## config.mk

```make
export PLATFORM = sky130hd
export DESIGN_NAME = invariant_divisor_divmod
export DESIGN_NICKNAME = d
export VERILOG_FILES = /design/src/rtl/core/idd_pkg.sv /design/src/rtl/core/idd_recip.sv /design/src/rtl/core/invariant_divisor_divmod.sv
export SDC_FILE = /design/constraint.sdc
export NUM_CORES = 2
export LEC_CHECK = 0
export BUFFER_PORTS_ARGS = -buffer_cell sky130_fd_sc_hd__clkbuf_2
export CAP_MARGIN = 30
export CORE_MARGIN = 1.5
export CORE_UTILIZATION = 34
export CTS_CLUSTER_DIAMETER = 120
export DETAILED_ROUTE_END_ITERATION = 8
export PLACE_DENSITY_LB_ADDON = 0.3
export SLEW_MARGIN = 20
export SYNTH_ARGS = -nofsm -noshare
export SYNTH_HDL_FRONTEND = slang
export SYNTH_SLANG_ARGS = --single-unit
```

## constraint.sdc

```tcl
create_clock -name clk_i -period 17.5 [get_ports clk_i]
set_input_delay 1.75 -clock clk_i [delete_from_list [all_inputs] [get_ports clk_i]]
set_output_delay 1.75 -clock clk_i [all_outputs]
set_load 0.01 [all_outputs]
```

## src/rtl/core/idd_pkg.sv

```systemverilog
// Shared widths and types for the invariant-divisor divide/modulo block.
package idd_pkg;

  localparam int unsigned DIVIDEND_W = 32;
  localparam int unsigned QUOTIENT_W = 32;
  localparam int unsigned DIVISOR_W  = 31;
  localparam int unsigned REM_W      = 31;
  localparam int unsigned SHIFT_W    = 5;

  // Derived shift settings handed from the reciprocal unit to the datapath.
  typedef struct packed {
    logic               pre;
    logic [SHIFT_W-1:0] post;
  } shift_cfg_t;

endpackage

```

## src/rtl/core/idd_recip.sv

```systemverilog
// Reciprocal derivation: multiplier and shifts computed after a divisor write.
module idd_recip #(
  parameter int unsigned DATA_WIDTH = 32
) (
  input  logic                               clk_i,
  input  logic                               rst_ni,
  input  logic                               cfg_valid_i,
  input  logic [idd_pkg::DIVISOR_W-1:0]      cfg_data_i,
  output logic                               cfg_ready_o,
  input  logic                               pipe_empty_i,
  output logic                               busy_o,
  output logic [idd_pkg::DIVISOR_W-1:0]      divisor_o,
  output logic [DATA_WIDTH-1:0]              mult_o,
  output idd_pkg::shift_cfg_t                shift_o
);

  localparam int unsigned CNT_W = $clog2(DATA_WIDTH);
  localparam logic [CNT_W-1:0] CNT_LAST = CNT_W'(DATA_WIDTH - 1);

  localparam logic [1:0] ST_IDLE = 2'd0;
  localparam logic [1:0] ST_NORM = 2'd1;
  localparam logic [1:0] ST_DIV  = 2'd2;

  localparam logic [idd_pkg::DIVISOR_W-1:0] TOP_ONE = {1'b1, {(idd_pkg::DIVISOR_W-1){1'b0}}};
  localparam logic [idd_pkg::SHIFT_W-1:0]   LOG_MAX = idd_pkg::SHIFT_W'(idd_pkg::DIVISOR_W - 1);

  logic [1:0]                         state_q, state_d;
  logic [idd_pkg::DIVISOR_W-1:0]      divisor_q;
  logic [idd_pkg::DIVISOR_W-1:0]      norm_q;
  logic [idd_pkg::SHIFT_W-1:0]        log_q;
  logic                               pre_pend_q;
  logic [idd_pkg::DIVISOR_W-1:0]      rem_q;
  logic [DATA_WIDTH-1:0]              quo_q;
  logic [CNT_W-1:0]                   cnt_q;
  logic [DATA_WIDTH-1:0]              mult_q;
  idd_pkg::shift_cfg_t                shift_q;

  logic                               cfg_xfer;
  logic                               is_pow2;
  logic [idd_pkg::DIVISOR_W:0]        pow_next;
  logic [idd_pkg::DIVISOR_W:0]        rem_sh;
  logic                               rem_ge;
  logic [DATA_WIDTH-1:0]              quo_next;

  assign cfg_ready_o = (state_q == ST_IDLE) && pipe_empty_i;
  assign cfg_xfer    = cfg_valid_i && cfg_ready_o;
  // No dividend enters in the cycle of a divisor transfer.
  assign busy_o      = (state_q != ST_IDLE) || cfg_xfer;

  // Normalized divisor has only its top bit set for a power of two.
  assign is_pow2  = (norm_q == TOP_ONE);
  assign pow_next = (idd_pkg::DIVISOR_W + 1)'(2) << log_q;

  // One restoring step per cycle of 2^(pre+log) * 2^DW / d.
  assign rem_sh   = {rem_q, 1'b0};
  assign rem_ge   = (rem_sh >= {1'b0, divisor_q});
  assign quo_next = {quo_q[DATA_WIDTH-2:0], rem_ge};

  always_comb begin
    state_d = state_q;
    case (state_q)
      ST_IDLE: begin
        if (cfg_xfer && (cfg_data_i != '0)) state_d = ST_NORM;
      end
      ST_NORM: begin
        if (norm_q[idd_pkg::DIVISOR_W-1]) state_d = ST_DIV;
      end
      ST_DIV: begin
        if (cnt_q == CNT_LAST) state_d = ST_IDLE;
      end
      default: state_d = ST_IDLE;
    endcase
  end

  always_ff @(posedge clk_i or negedge rst_ni) begin
    if (!rst_ni) begin
      state_q   <= ST_IDLE;
      divisor_q <= idd_pkg::DIVISOR_W'(1);
      mult_q    <= DATA_WIDTH'(1);
      shift_q   <= '0;
    end else begin
      state_q <= state_d;
      if (state_q == ST_IDLE && cfg_xfer && (cfg_data_i != '0)) begin
        divisor_q <= cfg_data_i;
      end
      if (state_q == ST_DIV && cnt_q == CNT_LAST) begin
        mult_q       <= quo_next + DATA_WIDTH'(1);
        shift_q.pre  <= pre_pend_q;
        shift_q.post <= log_q;
      end
    end
  end

  always_ff @(posedge clk_i) begin
    case (state_q)
      ST_IDLE: begin
        norm_q <= cfg_data_i;
        log_q  <= LOG_MAX;
      end
      ST_NORM: begin
        if (norm_q[idd_pkg::DIVISOR_W-1]) begin
          pre_pend_q <= !is_pow2;
          // Initial remainder: 2^(log+1) - d when not a power of two, else zero.
          rem_q      <= is_pow2 ? '0 : idd_pkg::DIVISOR_W'(pow_next - {1'b0, divisor_q});
          cnt_q      <= '0;
        end else begin
          norm_q <= {norm_q[idd_pkg::DIVISOR_W-2:0], 1'b0};
          log_q  <= log_q - idd_pkg::SHIFT_W'(1);
        end
      end
      ST_DIV: begin
        rem_q <= rem_ge ? idd_pkg::DIVISOR_W'(rem_sh - {1'b0, divisor_q})
                        : rem_sh[idd_pkg::DIVISOR_W-1:0];
        quo_q <= quo_next;
        cnt_q <= cnt_q + CNT_W'(1);
      end
      default: begin
        cnt_q <= '0;
      end
    endcase
  end

  assign divisor_o = divisor_q;
  assign mult_o    = mult_q;
  assign shift_o   = shift_q;

endmodule

```

## src/rtl/core/invariant_divisor_divmod.sv

```systemverilog
// Top level: pipelined unsigned divide/modulo by a programmable invariant divisor.
//
// Usage:
//   Divisor channel: divisor_i with divisor_valid_i / divisor_ready_o. A transfer
//   happens when both are high. Ready is high only while no derivation runs and
//   the pipeline holds no item. A zero divisor is taken and ignored.
//   After a nonzero write the reciprocal unit normalizes the divisor (one
//   left shift per leading zero), then runs DATA_WIDTH restoring steps, one
//   quotient bit a cycle. busy is high meanwhile and in the cycle of the
//   divisor transfer itself.
//   Dividend channel: dividend_i is taken on a rising edge with start high and
//   busy low. One dividend may enter every cycle while busy is low.
//   Results: quotient_o / remainder_o are shown for exactly one cycle with
//   done_o high, in input order. The receiver cannot stall, so the pipeline
//   never holds.
//   Pipeline: input register, high multiply, subtract/shift/add, post shift,
//   back multiply, final subtract. The two 32x32 multipliers set the stage depth.
//   Reset: divisor 1 with multiplier 1 and both shifts zero; pipeline empty.
module invariant_divisor_divmod #(
  parameter int unsigned DATA_WIDTH = 32
) (
  input  logic                            clk_i,
  input  logic                            rst_ni,
  input  logic                            start,
  output logic                            busy,
  input  logic [idd_pkg::DIVIDEND_W-1:0]  dividend_i,
  input  logic                            divisor_valid_i,
  output logic                            divisor_ready_o,
  input  logic [idd_pkg::DIVISOR_W-1:0]   divisor_i,
  output logic                            done_o,
  output logic [idd_pkg::QUOTIENT_W-1:0]  quotient_o,
  output logic [idd_pkg::REM_W-1:0]       remainder_o
);

  localparam int unsigned DW = DATA_WIDTH;

  logic [idd_pkg::DIVISOR_W-1:0] divisor;
  logic [DW-1:0]                 mult;
  idd_pkg::shift_cfg_t           shift_cfg;
  logic                          pipe_empty;
  logic                          in_xfer;

  // Stage valids: 1 input, 2 high mul, 3 fixup, 4 post shift, 5 back mul, 6 out.
  logic [5:0] vld_q;

  logic [DW-1:0]   x1_q, x2_q, x3_q, x4_q, x5_q;
  logic [DW-1:0]   hi2_q, t3_q, q4_q, q5_q, qd5_q, q6_q, r6_q;
  logic [2*DW-1:0] prod_hi;
  logic [DW-1:0]   diff2;
  logic [DW-1:0]   div_trunc;

  idd_recip #(
    .DATA_WIDTH (DW)
  ) u_recip (
    .clk_i        (clk_i),
    .rst_ni       (rst_ni),
    .cfg_valid_i  (divisor_valid_i),
    .cfg_data_i   (divisor_i),
    .cfg_ready_o  (divisor_ready_o),
    .pipe_empty_i (pipe_empty),
    .busy_o       (busy),
    .divisor_o    (divisor),
    .mult_o       (mult),
    .shift_o      (shift_cfg)
  );

  assign in_xfer    = start && !busy;
  assign pipe_empty = (vld_q == '0);

  always_ff @(posedge clk_i or negedge rst_ni) begin
    if (!rst_ni) begin
      vld_q <= '0;
    end else begin
      vld_q <= {vld_q[4:0], in_xfer};
    end
  end

  // Full product x * m; only its high half is registered.
  assign prod_hi   = {{DW{1'b0}}, x1_q} * {{DW{1'b0}}, mult};
  // (x - hi) wraps modulo 2^DW as in the scheme.
  assign diff2     = x2_q - hi2_q;
  // Back multiply only needs the low DW bits, so the divisor is zero-extended to DW bits.
  assign div_trunc = DW'(divisor);

  always_ff @(posedge clk_i) begin
    x1_q  <= dividend_i[DW-1:0];

    x2_q  <= x1_q;
    hi2_q <= prod_hi[2*DW-1:DW];

    x3_q  <= x2_q;
    t3_q  <= (diff2 >> shift_cfg.pre) + hi2_q;

    x4_q  <= x3_q;
    q4_q  <= t3_q >> shift_cfg.post;

    x5_q  <= x4_q;
    q5_q  <= q4_q;
    qd5_q <= q4_q * div_trunc;

    q6_q  <= q5_q;
    r6_q  <= x5_q - qd5_q;
  end

  assign done_o      = vld_q[5];
  assign quotient_o  = idd_pkg::QUOTIENT_W'(q6_q);
  assign remainder_o = idd_pkg::REM_W'(r6_q);

endmodule

```

## Word level (Yosys, flattened, before mapping)

Cells that the tools add are included.

| cells by class | value |
|---|---|
| add/subtract/negate cells | 8 |
| multipliers | 2 |
| order comparisons | 1 |
| eq/ne operators | 8 |
| shift operators | 3 |
| mux-type cells | 14 |
| bitwise logic cells | 1 |
| reductions and logical operators | 21 |

Operator list:

| kind | count |
|---|---|
| 2-to-1 mux 31 bit | 4 |
| one-hot mux 31 bit (2 select lines) | 2 |
| subtractor 31 bit | 3 |
| multiplier 32 x 32 -> 64 bit | 1 |
| adder 32 x 1 -> 32 bit, second input constant | 1 |
| adder 32 bit | 1 |
| >= comparator 32 x 31 -> 1 bit | 1 |
| multiplier 32 x 31 -> 31 bit | 1 |
| right shift 32 x 1 -> 32 bit | 1 |
| right shift 32 x 5 -> 32 bit | 1 |
| subtractor 32 bit | 1 |
| equality test 31 bit, second input constant | 1 |
| nonzero test 31 bit | 1 |
| << shifter 2 x 5 -> 31 bit, first input constant | 1 |
| one-hot mux 5 bit (3 select lines) | 1 |
| 2-to-1 mux 5 bit | 2 |
| one-hot mux 5 bit (2 select lines) | 1 |
| AND reduction 2 bit | 4 |
| logical AND 1 bit | 7 |
| zero test 6 bit | 1 |
| 2-to-1 mux 2 bit | 3 |
| one-hot mux 2 bit (3 select lines) | 1 |
| nonzero test 2 bit | 3 |
| adder 5 x 1 -> 5 bit, second input constant | 1 |
| other kinds (11) | 14 |

| word-level totals | value |
|---|---|
| register bits after elaboration | 560 |
| input port bits | 67 |
| output and inout bits | 66 |
| logic and storage cells | 83 |

## Longest topological paths before layout

| depth | value |
|---|---|
| depth after elaboration | 6 |
| depth in mapped cells | 29 |
| gate-level depth less buffers | 28 |

## Cells and area by module

Synthesis repeated with hierarchy kept, for this count alone.

| unflattened totals | value |
|---|---|
| cells, all modules | 7679 |
| area, all modules | 71842.7 um^2 |

Modules (own cells, without submodules):

| module | times used | cells each | area an instance (um^2) | seq. area each (um^2) |
|---|---|---|---|---|
| invariant_divisor_divmod | 1 | 6514 | 60659.4 | 7737.4 |
| idd_recip | 1 | 1165 | 11183.2 | 4902.2 |

## Worst setup path after synthesis

No wires, ideal clock.

| timing | value |
|---|---|
| path kind | reg2reg |
| start | register u_recip.mult_q[8] (netlist: u_recip.mult_o[8]) |
| end | register hi2_q[29] |
| setup time | 136 ps |
| arrival | 7229 ps |
| required time | 17364 ps |
| setup slack | 10134 ps |
| cell stages (with the launch flop) | 26 |
| buffers on the path | 1 |
| clock period less this slack | 7366 ps |
| cells stage by stage | dfrtp_1 -> clkbuf_1 -> nand2_1 -> fa_1 -> inv_1 -> fa_1 -> inv_1 -> fa_1 -> inv_1 -> fa_1 -> fa_1 -> fa_1 -> fa_1 -> inv_1 -> fa_1 -> inv_1 -> ha_1 -> a21o_1 -> a2111oi_1 -> o311ai_1 -> a32oi_1 -> a21o_1 -> o21ai_2 -> a221oi_2 -> o41ai_1 -> xor2_1 |

| between the ends | value |
|---|---|
| longest elaborated chain between the ends | 1 |

Ends and longest elaborated chain:

| item | RTL line | source |
|---|---|---|
| from (decl) | idd_recip.sv:35 | `logic [DATA_WIDTH-1:0] mult_q;` |
| from (signal assigned) | idd_recip.sv:87 | `mult_q <= quo_next + DATA_WIDTH'(1);` |
| multiplier 32 x 32 -> 64 bit | invariant_divisor_divmod.sv:79 | `assign prod_hi = {{DW{1'b0}}, x1_q} * {{DW{1'b0}}, mult};` |
| net prod_hi[61] | invariant_divisor_divmod.sv:48 | `logic [2*DW-1:0] prod_hi;` |
| to (signal assigned) | invariant_divisor_divmod.sv:89 | `hi2_q <= prod_hi[2*DW-1:DW];` |
| to (decl) | invariant_divisor_divmod.sv:47 | `logic [DW-1:0] hi2_q, t3_q, q4_q, q5_q, qd5_q, q6_q, r6_q;` |

The timed path passes the listed nets, and every way through them passes these cells.
A chain may end at the register's enable or synchronous reset.

## Final worst setup path

| timing | value |
|---|---|
| start | register x1_q[23] |
| end | register hi2_q[29] |

| between the ends | value |
|---|---|
| longest elaborated chain between the ends | 1 |

Ends and longest elaborated chain:

| item | RTL line | source |
|---|---|---|
| from (decl) | invariant_divisor_divmod.sv:46 | `logic [DW-1:0] x1_q, x2_q, x3_q, x4_q, x5_q;` |
| from (signal assigned) | invariant_divisor_divmod.sv:86 | `x1_q <= dividend_i[DW-1:0];` |
| multiplier 32 x 32 -> 64 bit | invariant_divisor_divmod.sv:79 |  |
| net prod_hi[61] | invariant_divisor_divmod.sv:48 |  |

The timed path passes the listed nets, and every way through them passes these cells.

==> impl_metrics.env <==
export IMPL_criticalPathCategory="flop to flop"
export IMPL_crit_chain="buf_4, and2_1, fa_1, fa_1, fa_1, inv_1, fa_1, inv_1, fa_1, fa_1, fa_1, fa_1, ha_1, a21o_1, a21o_1, a2111oi_1, o311ai_1, a32oi_1, a21o_1, o21ai_2, a221oi_2, o41ai_1, xor2_1"
export IMPL_die_y_microns=464
export IMPL_first_pass_iters=5
export IMPL_antenna_left=0
export IMPL_hold_depth=0
export IMPL_r2r_start="x1_q[23]"
export IMPL_grt_max_degree=43
export IMPL_min_path_type="flop to flop"
export IMPL_syn_area_sq_um=72100
export IMPL_clock_sinks=560
export IMPL_start_util_pct=34.3
export IMPL_maxCapViolations=0
export IMPL_fin_nets=9568
export IMPL_grt_remaining_overflow=0
export IMPL_ys_async_sr_fraction_pct=13.8
export IMPL_numCtsBuffers=71
export IMPL_min_period_ns=8.71
export IMPL_portBuffers=132
export IMPL_required_ns=18.02
export IMPL_crit_top_cell="fa_1"
export IMPL_cts_hold_buf=0
export IMPL_synth_distinct_cells=97
export IMPL_ys_ff_latch=560
export IMPL_syn2layout_area_growth_pct=8.70
export IMPL_skew_ns=0.0315
export IMPL_endpoint_kind="flop"
export IMPL_wl_per_cell_microns=20.4
export IMPL_grtUsageTotal_pct=20.2
export IMPL_die_area_sq_um=215000
export IMPL_synth_edff_count=104
export IMPL_drt_iter0_drc=3326
export IMPL_synth_cells=7731
export IMPL_hold_violations=0
export IMPL_fp_dieW_microns=464
export IMPL_final_cell_mix="inv_1, fa_1, nand2_1"
export IMPL_cts_resized=0
export IMPL_arrival_ns=9.24
export IMPL_rows=168
export IMPL_clk_pin_slew_worst_paths_ns=0.06
export IMPL_finalSetupViolations=0
export IMPL_slowest_stage="fa_1"
export IMPL_drcViolationCount=0
export IMPL_core_area_sq_um=210000
export IMPL_r2r_slack_ns=8.79
export IMPL_cts_root_buf="clkbuf_16"
export IMPL_drt_total_wl_mm=215
export IMPL_drv_slew=0
export IMPL_path_max_fanout=33
export IMPL_tightest_slew_ns=0.983
export IMPL_holdPathEnd="x5_q[30]"
export IMPL_cts_htree_levels=3
export IMPL_grt_first_pass_wirelength_mm=336
export IMPL_syn_nets=9617
export IMPL_clockBufferDepth=3
export IMPL_drive_gt1_share_pct=6.09
export IMPL_via_count=52500
export IMPL_timing_fmax_ghz=0.115
export IMPL_synthFlopType="dfxtp_1"
export IMPL_final_common_cell="inv_1"
export IMPL_place_gp_congestion=0.915
export IMPL_ioPinCount=133
export IMPL_yosysSeqAreaShare_pct=17.5
export IMPL_hp_start="x4_q[30]"
export IMPL_clk_latency_ns=0.67
export IMPL_r2r_end="hi2_q[29]"
export IMPL_startpoint_type="flop"
export IMPL_status="finished, final reports clean"
export IMPL_synth_warnings=0
export IMPL_critPathMaxStageDelay_ns=0.65
export IMPL_max_slew_margin_rel_pct=33.9
export IMPL_dp_hpwl_mm=164
export IMPL_ff2ff_path_depth=23
export IMPL_syn_avg_cell_area_sq_um=9.33
export IMPL_grt_antenna_before_repair=11
export IMPL_fin_util_pct=37.3
export IMPL_period_share_pct=49.8
export IMPL_grt_pass1_vias=56100
export IMPL_fin_tns_setup_ns=0
export IMPL_post_cts_buffers=0
export IMPL_vias_per_cell=4.97
export IMPL_grt_setup_unrepaired="false"
export IMPL_cts_tree="yes"
==> sequential cells by signal, summed over array words and instances, names as in the netlist, 32 cells and up <==
register	count
x1_q	32
q4_q	32
quotient_o	32
hi2_q	32
q5_q	32
u_recip.mult_o	32
t3_q	32
x2_q	32
==> critical path, delay by kind of cell, from the launching register on <==
family | cells | cell delay (ns)
flip-flops | 1 | 0.30
buffers and inverters | 3 | 0.62
AND/OR/NAND/NOR | 1 | 0.24
XOR/XNOR | 1 | 0.17
adder cells (fa/ha/maj) | 9 | 4.49
AO/OA/AOI/OAI | 9 | 2.67
==> stage by stage <==
step | setup slack (ns) | hold slack [ns] | cell area, sq um | std cells
after floorplan | 10.13 | 0.310 | 72100 | 7731
after global placement | 8.56 | 0.310 | 75700 | 10400
after detailed placement | 8.93 | 0.312 | 75800 | 10400
after CTS | 8.93 | 0.318 | 78300 | 10500
after global routing | 8.53 | 0.331 | 78400 | 10500
final | 8.79 | 0.319 | 78400 | 10500
==> layout make-up <==
| class | count | area, sq um |
|---|---|---|
| diodes | 4 | 10.0 |
| clock buffers | 92 | 2030 |
| clock inverters | 39 | 483 |
| fillers | 21300 | 132000 |
| inverters | 1504 | 5650 |
| multi-input cells | 5305 | 52500 |
| flip-flops and latches | 560 | 12700 |
| well taps | 2805 | 3510 |
| repair buffers | 240 | 1590 |
==> Yosys cell counts (8+ instances only) <==
library cell | n | share of area [%]
and3_1 | 28 | 0.24
nor3_1 | 45 | 0.31
o31a_1 | 8 | 0.097
xnor2_1 | 192 | 2.3
inv_1 | 1501 | 7.8
o211ai_1 | 11 | 0.11
o22ai_1 | 24 | 0.21
or3_1 | 17 | 0.15
xor2_1 | 87 | 1.1
buf_1 | 13 | 0.068
nand4_1 | 31 | 0.27
nor2b_1 | 33 | 0.29
or2_2 | 8 | 0.069
mux2_2 | 55 | 0.86
mux4_2 | 14 | 0.44
dfrtp_1 | 75 | 2.6
dfxtp_1 | 379 | 11
o21bai_1 | 30 | 0.31
nor4_1 | 21 | 0.18
o21ai_0 | 141 | 0.98
nand2_1 | 1067 | 5.6
clkbuf_1 | 342 | 1.8
mux2i_1 | 44 | 0.61
o21a_1 | 36 | 0.37
a31oi_1 | 22 | 0.19
nand3_1 | 59 | 0.41
a21oi_1 | 207 | 1.4
nand2b_1 | 38 | 0.33
nand3b_1 | 31 | 0.32
fa_1 | 1280 | 36
ha_1 | 539 | 9.4
a21o_1 | 113 | 1.2
nor2_1 | 220 | 1.1
edfxtp_1 | 104 | 4.3
and2_1 | 745 | 6.5
a211oi_1 | 25 | 0.26
==> cells by family after synthesis <==
family	share of synthesized area, %
XOR/XNOR	3.39
AO/OA/AOI/OAI	6.50
adder cells (fa/ha/maj)	44.9
buffers and inverters	9.74
multiplexers	1.91
AND/OR/NAND/NOR	16.1
flip-flops	17.5
==> worst max-delay path by stage <==
stage	from	end	slack, ns	depth (start not counted)
detailed placement	u_recip.mult_o[11]	hi2_q[29]	8.93	25
floorplan	u_recip.mult_o[8]	hi2_q[29]	10.13	25
global route	u_recip.mult_o[11]	hi2_q[29]	8.53	25
global placement	u_recip.mult_o[12]	hi2_q[29]	8.56	24
finish	x1_q[23]	hi2_q[29]	8.79	23
CTS	u_recip.mult_o[11]	hi2_q[29]	8.93	25
==> metal layers <==
metal  vias up  track usage [%]  part of all wire [%]
li1      23500                -                     -
met1     27000             26.5                    42
met2      1623             34.1                    48
met3       358             2.52                   5.8
met4         0             7.45                   3.9
met5         -                0                     0
Power is not shown: default switching activity piles up to over one toggle a cycle in this logic, so the estimate is an artifact.
